$ cat src/hw/rtl/mlsf_pkg.sv
// ----------------------------------------------------------------------------
// mlsf_pkg
// Shared types and constants of the learning switch forwarder.
// ----------------------------------------------------------------------------
package mlsf_pkg;

    localparam int MAC_W        = 48;
    localparam int PORT_W       = 2;
    localparam int LEN_W        = 14;
    localparam int MAX_PORTS    = 4;
    localparam int CRC_BYTES    = 4;
    localparam int CFG_IDX_W    = 3;
    localparam int DEF_TABLE_DEPTH   = 64;
    localparam int DEF_NUM_PORTS     = 4;
    localparam int DEF_MIN_FRAME_LEN = 64;
    localparam int DEF_MAX_FRAME_LEN = 1518;

    // configuration register indexes
    localparam logic [CFG_IDX_W-1:0] REG_OWN_MAC0 = 3'd0;
    localparam logic [CFG_IDX_W-1:0] REG_OWN_MAC3 = 3'd3;
    localparam logic [CFG_IDX_W-1:0] REG_PORT_EN  = 3'd4;

    // result action codes
    localparam logic [1:0] ACT_BAD_LEN = 2'd0;
    localparam logic [1:0] ACT_OWN_MAC = 2'd1;
    localparam logic [1:0] ACT_FORWARD = 2'd2;
    localparam logic [1:0] ACT_FLOOD   = 2'd3;

    // controller to datapath
    typedef struct packed {
        logic load;       // capture input header
        logic scan_src;   // sweep table looking for source
        logic learn;      // apply learning decision
        logic scan_dst;   // sweep table looking for destination
        logic finish;     // form result
    } mlsf_cmd_t;

    // datapath to controller
    typedef struct packed {
        logic len_bad;
        logic scan_last;
    } mlsf_sts_t;

endpackage

$ cat src/hw/rtl/mlsf_datapath.sv
// ----------------------------------------------------------------------------
// mlsf_datapath
// Header registers, MAC table memory, scan counter and decision logic.
// ----------------------------------------------------------------------------
module mlsf_datapath
    import mlsf_pkg::*;
#(
    parameter int TABLE_DEPTH   = DEF_TABLE_DEPTH,
    parameter int NUM_PORTS     = DEF_NUM_PORTS,
    parameter int MIN_FRAME_LEN = DEF_MIN_FRAME_LEN,
    parameter int MAX_FRAME_LEN = DEF_MAX_FRAME_LEN
) (
    input  logic                 aclk,
    input  logic                 aresetn,
    input  logic                 cfg_we,
    input  logic [CFG_IDX_W-1:0] cfg_idx,
    input  logic [MAC_W-1:0]     cfg_data,
    input  logic [MAC_W-1:0]     in_dest_mac,
    input  logic [MAC_W-1:0]     in_source_mac,
    input  logic [PORT_W-1:0]    in_ingress_port,
    input  logic [LEN_W-1:0]     in_frame_len,
    input  mlsf_cmd_t            cmd,
    output mlsf_sts_t            sts,
    output logic [1:0]           res_action,
    output logic [MAX_PORTS-1:0] res_egress_mask,
    output logic                 res_table_full
);

    localparam int IDX_W = $clog2(TABLE_DEPTH);
    localparam int CNT_W = $clog2(TABLE_DEPTH + 1);
    localparam logic [MAX_PORTS-1:0] PORTS_MASK = MAX_PORTS'((1 << NUM_PORTS) - 1);

    // table memory, one read and one write port
    logic [MAC_W-1:0]  mem_mac  [TABLE_DEPTH];
    logic [PORT_W-1:0] mem_port [TABLE_DEPTH];
    logic [MAC_W-1:0]  rd_mac_reg;
    logic [PORT_W-1:0] rd_port_reg;
    logic              rd_ok_reg;

    logic [MAC_W-1:0]     own_mac_reg [MAX_PORTS];
    logic [MAX_PORTS-1:0] port_en_reg;
    logic [MAX_PORTS-1:0] overridden_reg;
    logic [CNT_W-1:0]     count_reg;

    logic [MAC_W-1:0]  dst_reg, src_reg;
    logic [PORT_W-1:0] ing_reg;
    logic              len_bad_reg;

    // scan: addr_reg issues reads, rd_ok_reg tags the registered data
    logic [CNT_W-1:0]  addr_reg;
    logic [IDX_W-1:0]  rd_idx_reg;
    logic              hit_reg;
    logic [IDX_W-1:0]  hit_idx_reg;
    logic [PORT_W-1:0] hit_port_reg;
    logic              scanning;
    logic [LEN_W:0]    len_crc;
    logic              rd_match;
    logic [MAC_W-1:0]  key;
    logic              own_hit;

    assign scanning = cmd.scan_src | cmd.scan_dst;
    assign key      = cmd.scan_dst ? dst_reg : src_reg;
    assign rd_match = rd_ok_reg && (rd_mac_reg == key);
    assign len_crc  = {1'b0, in_frame_len} + (LEN_W+1)'(CRC_BYTES);

    // scan ends once all filled entries have been read back
    assign sts.scan_last = scanning && (addr_reg >= count_reg) && !rd_ok_reg;
    assign sts.len_bad   = len_bad_reg;

    // destination is a live own address of an enabled port
    always_comb begin
        own_hit = 1'b0;
        for (int p = 0; p < NUM_PORTS; p++) begin
            if (port_en_reg[p] && !overridden_reg[p] && own_mac_reg[p] == dst_reg) begin
                own_hit = 1'b1;
            end
        end
    end

    // memory write and registered read
    always_ff @(posedge aclk) begin
        if (cmd.learn && !hit_reg && !len_bad_reg && count_reg < CNT_W'(TABLE_DEPTH)) begin
            mem_mac[count_reg[IDX_W-1:0]]  <= src_reg;
            mem_port[count_reg[IDX_W-1:0]] <= ing_reg;
        end else if (cmd.learn && hit_reg) begin
            mem_port[hit_idx_reg] <= ing_reg;
        end
        rd_mac_reg  <= mem_mac[addr_reg[IDX_W-1:0]];
        rd_port_reg <= mem_port[addr_reg[IDX_W-1:0]];
        rd_idx_reg  <= addr_reg[IDX_W-1:0];
    end

    // header capture
    always_ff @(posedge aclk) begin
        if (cmd.load) begin
            dst_reg     <= in_dest_mac;
            src_reg     <= in_source_mac;
            ing_reg     <= in_ingress_port;
            len_bad_reg <= (len_crc < (LEN_W+1)'(MIN_FRAME_LEN))
                         || (len_crc > (LEN_W+1)'(MAX_FRAME_LEN));
        end
    end

    // scan control and match capture
    always_ff @(posedge aclk) begin
        if (!aresetn) begin
            addr_reg  <= '0;
            rd_ok_reg <= 1'b0;
            hit_reg   <= 1'b0;
        end else if (scanning) begin
            rd_ok_reg <= addr_reg < count_reg;
            if (addr_reg < count_reg) begin
                addr_reg <= addr_reg + CNT_W'(1);
            end
            if (rd_match && !hit_reg) begin
                hit_reg      <= 1'b1;
                hit_idx_reg  <= rd_idx_reg;
                hit_port_reg <= rd_port_reg;
            end
        end else begin
            addr_reg  <= '0;
            rd_ok_reg <= 1'b0;
            if (cmd.load || cmd.learn) begin
                hit_reg <= 1'b0;
            end
        end
    end

    // configuration, learning state and result
    always_ff @(posedge aclk) begin
        if (!aresetn) begin
            for (int p = 0; p < MAX_PORTS; p++) begin
                own_mac_reg[p] <= '0;
            end
            port_en_reg     <= '1;
            overridden_reg  <= '0;
            count_reg       <= '0;
            res_action      <= ACT_BAD_LEN;
            res_egress_mask <= '0;
            res_table_full  <= 1'b0;
        end else begin
            if (cfg_we && cfg_idx <= REG_OWN_MAC3) begin
                own_mac_reg[cfg_idx[1:0]]    <= cfg_data;
                overridden_reg[cfg_idx[1:0]] <= 1'b0;
            end else if (cfg_we && cfg_idx == REG_PORT_EN) begin
                port_en_reg <= cfg_data[MAX_PORTS-1:0];
            end
            if (cmd.learn) begin
                res_table_full <= !hit_reg && count_reg >= CNT_W'(TABLE_DEPTH);
                if (hit_reg || count_reg < CNT_W'(TABLE_DEPTH)) begin
                    if (!hit_reg) begin
                        count_reg <= count_reg + CNT_W'(1);
                    end
                    for (int p = 0; p < NUM_PORTS; p++) begin
                        if (port_en_reg[p] && own_mac_reg[p] == src_reg) begin
                            overridden_reg[p] <= 1'b1;
                        end
                    end
                end
            end
            if (cmd.finish) begin
                if (len_bad_reg) begin
                    res_action      <= ACT_BAD_LEN;
                    res_egress_mask <= '0;
                    res_table_full  <= 1'b0;
                end else begin
                    res_action <= own_hit ? ACT_OWN_MAC
                                : (hit_reg ? ACT_FORWARD : ACT_FLOOD);
                    res_egress_mask <= own_hit ? '0
                        : hit_reg
                        ? (MAX_PORTS'(1) << hit_port_reg) & PORTS_MASK
                        : port_en_reg & PORTS_MASK & ~(MAX_PORTS'(1) << ing_reg);
                end
            end
        end
    end

endmodule

$ cat src/hw/rtl/mlsf_ctrl.sv
// ----------------------------------------------------------------------------
// mlsf_ctrl
// Sequencer: capture, source scan, learn, destination scan, result.
// ----------------------------------------------------------------------------
module mlsf_ctrl
    import mlsf_pkg::*;
(
    input  logic      aclk,
    input  logic      aresetn,
    input  logic      s_tvalid,
    output logic      s_tready,
    output logic      m_tvalid,
    input  logic      m_tready,
    input  mlsf_sts_t sts,
    output mlsf_cmd_t cmd
);

    typedef enum logic [2:0] {
        ST_IDLE, ST_CHECK, ST_SRC, ST_LEARN, ST_DST, ST_DONE
    } state_t;

    state_t state_reg, state_next;
    logic   out_valid_reg, out_valid_next;
    logic   take;

    // accept a header once the previous result is gone or leaving
    assign s_tready = (state_reg == ST_IDLE) && (!out_valid_reg || m_tready);
    assign m_tvalid = out_valid_reg;
    assign take     = s_tvalid && s_tready;

    always_comb begin
        state_next     = state_reg;
        out_valid_next = out_valid_reg && !m_tready;
        cmd            = '0;
        case (state_reg)
            ST_IDLE: begin
                cmd.load = take;
                if (take) state_next = ST_CHECK;
            end
            ST_CHECK: begin
                state_next = sts.len_bad ? ST_DONE : ST_SRC;
            end
            ST_SRC: begin
                cmd.scan_src = 1'b1;
                if (sts.scan_last) state_next = ST_LEARN;
            end
            ST_LEARN: begin
                cmd.learn  = 1'b1;
                state_next = ST_DST;
            end
            ST_DST: begin
                cmd.scan_dst = 1'b1;
                if (sts.scan_last) state_next = ST_DONE;
            end
            ST_DONE: begin
                cmd.finish     = 1'b1;
                out_valid_next = 1'b1;
                state_next     = ST_IDLE;
            end
            default: state_next = ST_IDLE;
        endcase
    end

    always_ff @(posedge aclk) begin
        if (!aresetn) begin
            state_reg     <= ST_IDLE;
            out_valid_reg <= 1'b0;
        end else begin
            state_reg     <= state_next;
            out_valid_reg <= out_valid_next;
        end
    end

endmodule

$ cat src/hw/rtl/mac_learning_switch_forwarder.sv
// ----------------------------------------------------------------------------
// mac_learning_switch_forwarder
// Learning bridge forwarding decision for one frame header per transfer.
// ----------------------------------------------------------------------------
// One header is handled at a time. The table memory is swept once for the
// source and once for the destination, over the learned entries only; a
// bad-length frame skips both sweeps. A new header is taken once the previous
// result has left or leaves in the same cycle. No clearing pass after reset.
module mac_learning_switch_forwarder
    import mlsf_pkg::*;
#(
    parameter int TABLE_DEPTH   = DEF_TABLE_DEPTH,
    parameter int NUM_PORTS     = DEF_NUM_PORTS,
    parameter int MIN_FRAME_LEN = DEF_MIN_FRAME_LEN,
    parameter int MAX_FRAME_LEN = DEF_MAX_FRAME_LEN
) (
    input  logic                 aclk,
    input  logic                 aresetn,
    input  logic                 cfg_we,
    input  logic [CFG_IDX_W-1:0] cfg_idx,
    input  logic [MAC_W-1:0]     cfg_data,
    input  logic                 s_tvalid,
    output logic                 s_tready,
    // dest_mac[47:0], source_mac[95:48], ingress_port[97:96], frame_len[111:98]
    input  logic [111:0]         s_tdata,
    output logic                 m_tvalid,
    input  logic                 m_tready,
    // action[1:0], egress_mask[5:2], table_full[6]
    output logic [7:0]           m_tdata
);

    mlsf_cmd_t            cmd;
    mlsf_sts_t            sts;
    logic [1:0]           act;
    logic [MAX_PORTS-1:0] egr;
    logic                 full;

    mlsf_ctrl u_ctrl (
        .aclk(aclk), .aresetn(aresetn),
        .s_tvalid(s_tvalid), .s_tready(s_tready),
        .m_tvalid(m_tvalid), .m_tready(m_tready),
        .sts(sts), .cmd(cmd)
    );

    mlsf_datapath #(
        .TABLE_DEPTH(TABLE_DEPTH), .NUM_PORTS(NUM_PORTS),
        .MIN_FRAME_LEN(MIN_FRAME_LEN), .MAX_FRAME_LEN(MAX_FRAME_LEN)
    ) u_dp (
        .aclk(aclk), .aresetn(aresetn),
        .cfg_we(cfg_we), .cfg_idx(cfg_idx), .cfg_data(cfg_data),
        .in_dest_mac(s_tdata[47:0]), .in_source_mac(s_tdata[95:48]),
        .in_ingress_port(s_tdata[97:96]), .in_frame_len(s_tdata[111:98]),
        .cmd(cmd), .sts(sts),
        .res_action(act), .res_egress_mask(egr), .res_table_full(full)
    );

    assign m_tdata = {1'b0, full, egr, act};

endmodule

$ cat config.mk
export PLATFORM = sky130hd
export DESIGN_NAME = mac_learning_switch_forwarder
export DESIGN_NICKNAME = d
export VERILOG_FILES = /design/src/hw/rtl/mlsf_pkg.sv /design/src/hw/rtl/mlsf_datapath.sv /design/src/hw/rtl/mlsf_ctrl.sv /design/src/hw/rtl/mac_learning_switch_forwarder.sv
export SDC_FILE = /design/constraint.sdc
export NUM_CORES = 2
export LEC_CHECK = 0
export BUFFER_PORTS_ARGS = -buffer_cell sky130_fd_sc_hd__buf_2
export CAP_MARGIN = 10
export CORE_UTILIZATION = 57
export CTS_CLUSTER_SIZE = 10
export DETAILED_ROUTE_END_ITERATION = 12
export PLACE_DENSITY = 0.8
export SLEW_MARGIN = 20
export SYNTH_ARGS = -nofsm -noshare
export SYNTH_HDL_FRONTEND = slang
export SYNTH_HIERARCHICAL = 1
export SYNTH_SLANG_ARGS = --single-unit
$ cat constraint.sdc
create_clock -name aclk -period 5.8 [get_ports aclk]
set_input_delay 0.58 -clock aclk [delete_from_list [all_inputs] [get_ports aclk]]
set_output_delay 0.58 -clock aclk [all_outputs]
set_load 0.02 [all_outputs]
After elaboration in Yosys (flattened, before gate mapping)

Memories as Yosys holds them, arrays and structs flattened. A register that Yosys moved wholly into a read port is not among the register bits.
Cells that the tools add are included.

Bits in registers: 148
Bits in writable memories: 3392
Input port bits: 168
Output and inout bits: 10
Logic and storage cells: 163
Memories: 3

Memory list:

| memory           | depth | width | rd ports | clocked after memory_dff | write ports | line                | RTL |
|---|---|---|---|---|---|---|---|
| u_dp.mem_mac     | 64    | 48    | 1        | 1                        | 1           | mlsf_datapath.sv:34 | `logic [MAC_W-1:0] mem_mac [TABLE_DEPTH];` |
| u_dp.own_mac_reg | 4     | 48    | 4        | 0                        | 4           | mlsf_datapath.sv:40 | `logic [MAC_W-1:0] own_mac_reg [MAX_PORTS];` |
| u_dp.mem_port    | 64    | 2     | 1        | 1                        | 1           | mlsf_datapath.sv:35 | `logic [PORT_W-1:0] mem_port [TABLE_DEPTH];` |

Add/subtract/negate cells: 3
Order comparisons: 9
Equality and inequality tests: 19
Shift-type cells: 2
Muxes and demuxes: 52
Bitwise operators: 7
Reductions and logical operators: 50

Operator list:

| cell                                                            | number |
|---|---|
| == test 48 bit                                                  | 9 |
| 2-to-1 mux 48 bit                                               | 2 |
| OR reduction 48 bit                                             | 1 |
| 2-to-1 mux 1 bit                                                | 33 |
| logical AND 1 bit                                               | 27 |
| 2-to-1 mux 4 bit                                                | 6 |
| adder 14 x 3 -> 15 bit, second input constant                   | 1 |
| greater-than comparator 15 x 11 -> 1 bit, second input constant | 1 |
| less-than comparator 15 x 7 -> 1 bit, second input constant     | 1 |
| case mux 3 bit (5 select lines)                                 | 1 |
| adder 7 x 1 -> 7 bit, second input constant                     | 2 |
| 2-to-1 mux 3 bit                                                | 4 |
| == test 3 bit, second input constant                            | 3 |
| logical NOT 1 bit                                               | 9 |
| AND reduction 3 bit                                             | 3 |
| bitwise AND 4 bit                                               | 2 |
| 2-to-1 mux 2 bit                                                | 4 |
| NOT 4 bit                                                       | 2 |
| left shift 1 x 2 -> 4 bit, first input constant                 | 2 |
| greater-or-equal comparator 7 bit                               | 1 |
| greater-or-equal comparator 7 bit, second input constant        | 1 |
| less-than comparator 7 bit                                      | 1 |
| less-than comparator 7 bit, second input constant               | 1 |
| == test 3 x 2 -> 1 bit, second input constant                   | 2 |
| other kinds (15)                                                | 23 |

Logic depth before layout (Yosys ltp)

Depth in word-level cells: 10
Depth in mapped cells: 15
Depth with buffers taken out: 12

By module

Netlist, hierarchy kept.

By module, submodules not included:

| module                        | times used | cells an instance | area an instance (um^2) | seq. area each (um^2) |
|---|---|---|---|---|
| mlsf_datapath                 | 1          | 6262              | 140304.6                | 106812.4 |
| mlsf_ctrl                     | 1          | 30                | 255.2                   | 80.1 |
| mac_learning_switch_forwarder | 1          | 3                 | 18.8                    | 0.0 |

Least setup slack after synthesis

Ideal clock, no wire load.

Path type: register to register
Start: register u_ctrl.state_reg[2]
End: register u_dp.hit_reg
Library setup time: 0.118 ns
Data arrival time: 5.663 ns
Data required time: 5.682 ns
Setup slack: 0.019 ns
Stages on the path, launching flop included: 6
Buffers on the path: 1
Period minus slack after synthesis: 5.781 ns
Cells stage by stage: dfxtp_1 buf_6 or3_4 nor2_1 o21ai_0 a31o_2

RTL lines:

| element                | line                 | RTL |
|---|---|---|
| start, declared        | mlsf_ctrl.sv:22      | `state_t state_reg, state_next;` |
| start signal, assigned | mlsf_ctrl.sv:69      | `state_reg <= state_next;` |
| end signal, assigned   | mlsf_datapath.sv:109 | `hit_reg <= 1'b0;` |
| end signal, assigned   | mlsf_datapath.sv:116 | `hit_reg <= 1'b1;` |
| end signal, assigned   | mlsf_datapath.sv:124 | `hit_reg <= 1'b0;` |
| end, declared          | mlsf_datapath.sv:52  | `logic hit_reg;` |

==> metrics.cfg <==
[sta]
skew_ns=0.05998
rsz0062_at_grt=false
hold_viol=0
setup_slack_ns=0.9779
fmax_ghz=0.2074
relSlewSlack_pct=19.63
fin_tns_setup_ns=0
setup_viol=0
period_minus_slack_ns=4.822
finalCritPeriodShare_pct=83.14
worst_pin_slew_ns=1.202
slew_viol_final=0

[floorplanning]
io_pins=178
start_util_pct=57.58
die_y_um=498.6
core_mm2=0.2441
row_count=181
die_area_mm2=0.2486
die_w_um=498.6

[clock_network]
h-tree-depth=5
worstSkewPairLatency_ns=1.02
clock-root-buffer=clkbuf_16
cts.repair.resized=0
cts_tree=done
cts_buffer_depth=4
path_clk_slew_ns=0.06
cts_setup_buffers=0
postCtsHoldBufs=128
cts_made_buffers=413
cts.sinks=3590

[power_and_ir_drop]
p_clk_share_pct=42.6
p_int_mw=42.49
p_per_area_mw_per_mm2=341.3
p_total_mw=54.38
comb_power_share_pct=3.6
sequentialPowerShare_pct=53.8
sw_frac_of_total_pct=21.87
p_switching_mw=11.90
leakagePower_nw=48.35
vdd_drop_max_mv=0.3796

[drt]
antenna_left=0
num_vias=74160
first_pass_iters=8
drc=0
routedWlPerCell_um=42.00
wl_mm=430.8
first_iter_violations=14170
viasPerCell=7.231

[worst_setup_path]
path_class=reg2reg
start_kind=flip-flop
crit_start=u_ctrl/state_reg[0]
critPathSlowestCell=nor2_4
max_stage_delay_ns=1.05
crit_path_frequent_cell=nand2b_1
path_cells=inv_1, nor3b_1, nand2b_1, nand2b_1, nor3_1, nand2_1, nor2_4, buf_4
critPathRequiredTime_ns=6.45
crit_path_end_kind=flip-flop
crit-reg2reg-launch=u_ctrl/state_reg[0]
arrival_ns=5.47
worstPathMaxFanout=23

[global_routing]
grt_pass1_vias=74330
grtUsageTotal_pct=34.91
grt_pass1_wl_mm=596.6
overflow=0
antenna_found_initial=28
grt_max_degree=111

[synth]
syn-num-nets=6473
syn_area_per_cell_um2=22.33
synth_edf_count=3499
synth-main-ff-cell=edfxtp_1
syn_inst=6295
ys_ff_latch=3590
yosysSeqAreaShare_pct=76.04
ys_async_sr_fraction_pct=0
yosys_warnings=6
netlist_area_mm2=0.1406
synth_cell_types=57

[run]
maxCapViolCount=0

[layout]
multiInputGateArea_mm2=0.03248
fillers=14340
drive_gt1_share_pct=28.00
layout_commonest_cell=edfxtp_1
nets=7039
layout.area.seq_mm2=0.1069
area_growth_pct=13.35
largest_reg_flops=3072
mostFrequentLayoutCells=edfxtp_1 (3,499), mux4_2 (1,050), clkbuf_16 (419)

[placement]
placement.io_buffers=176
gp_congestion=0.9428
hpwl_mm=233.6
pre_cts_ws_ns=1.285

[hold_path]
min_path_type=in2reg
worstHoldStart=cfg_data[21]

[outcome]
status=complete, no violations

area by class of cell:
class                           count  area share [%]
Timing Repair Buffer              526           2.803
Inverter                           61          0.1437
Tap cell                         3202           2.514
Clock inverter                     13         0.06360
Sequential cell                  3590           67.10
Antenna cell                       16         0.02513
Clock buffer                      580           6.972
Multi-Input combinational cell   2269           20.38
cell families (layout without fill, tap and decap cells):
| group | Yosys count | after routing | share of synthesized area, % |
|---|---|---|---|
| and+or+nand+nor | 645 | 645 | 2.351 |
| DFF | 3590 | 3590 | 76.04 |
| buffers and inverters | 436 | 1180 | 1.252 |
| adders and majority gates | 10 | 10 | 0.08900 |
| muxes | 1108 | 1108 | 17.24 |
| other | 1 | 17 | 0.002668 |
| xor gates and xnor gates | 412 | 412 | 2.567 |
| AOI/OAI and AO/OA | 93 | 93 | 0.4646 |
power groups by stage:
stage / clock network, mW / logic, mW / registers, mW
floorplan: 0 / 0.679 / 29.9
global placement: 0 / 1.70 / 29.8
detailed placement: 0 / 1.76 / 29.8
CTS: 23.2 / 1.87 / 29.2
global route: 24.1 / 1.96 / 29.2
finish: 23.2 / 1.94 / 29.3
per-layer routing:
layer	track usage, %	wire, µm
met5	0	146
met4	19.10	28560
met3	9.643	60350
met2	54.11	202300
met1	45.23	139400
path summary, 6_finish.rpt:
kind,to,slack [ns],depth (start not counted)
min reg2reg,u_dp/hit_idx_reg[1],0.40,0
min,u_dp/own_mac_reg[1][21],0.07,2
max,u_dp/mem_mac[42][45],0.98,8
max reg2reg,u_dp/mem_mac[42][45],0.98,8
cells in the mapped netlist (3+ instances only):
cell type,count,area [µm²]
o21a_1,4,30.03
a31o_2,4,35.03
xor2_1,125,1095
o21ai_0,19,95.09
nor3_1,11,55.05
buf_4,3,22.52
ha_1,10,125.1
mux4_2,1050,23650
o2bb2ai_1,3,26.28
nand2b_1,13,81.33
o22ai_1,12,75.07
nor3b_1,15,112.6
a21oi_1,8,40.04
nand2_1,75,281.5
xnor2_1,287,2514
a22o_1,7,61.31
a2111oi_0,4,35.03
buf_2,78,390.4
nand3_1,35,175.2
and3_1,32,200.2
clkbuf_1,249,934.7
o221ai_1,3,26.28
o31ai_1,3,22.52
o2111ai_1,3,26.28
edfxtp_1,3499,105100
nor2b_1,9,56.30
and2_1,100,625.6
o21ai_1,4,20.02
inv_1,61,229.0
nor2_1,210,788.3
dfxtp_1,91,1822
a21o_1,4,30.03
buf_1,43,161.4
nand4_1,84,525.5
mux2i_1,56,560.5
nor4_1,49,306.5
through the flow:
step                      cells  hold slack [ns]  util [%]  area, µm²
after floorplan            6295           0.3529         -     140600
after global placement     9520           0.3874     60.12     146800
after detailed placement   9520           0.3903     60.13     146800
after CTS                 10240         0.003083     65.25     159300
after global routing      10240          0.04098     65.25     159300
final                     10260          0.06500     65.27     159300
worst max-delay path: cells and delay by family (launching register included):
kind	cells	cell delay, ns
and+or+nand+nor	6	3.47
DFF	1	0.47
buffers and inverters	2	0.53
No activity file was read; power rests on OpenSTA's default activity.
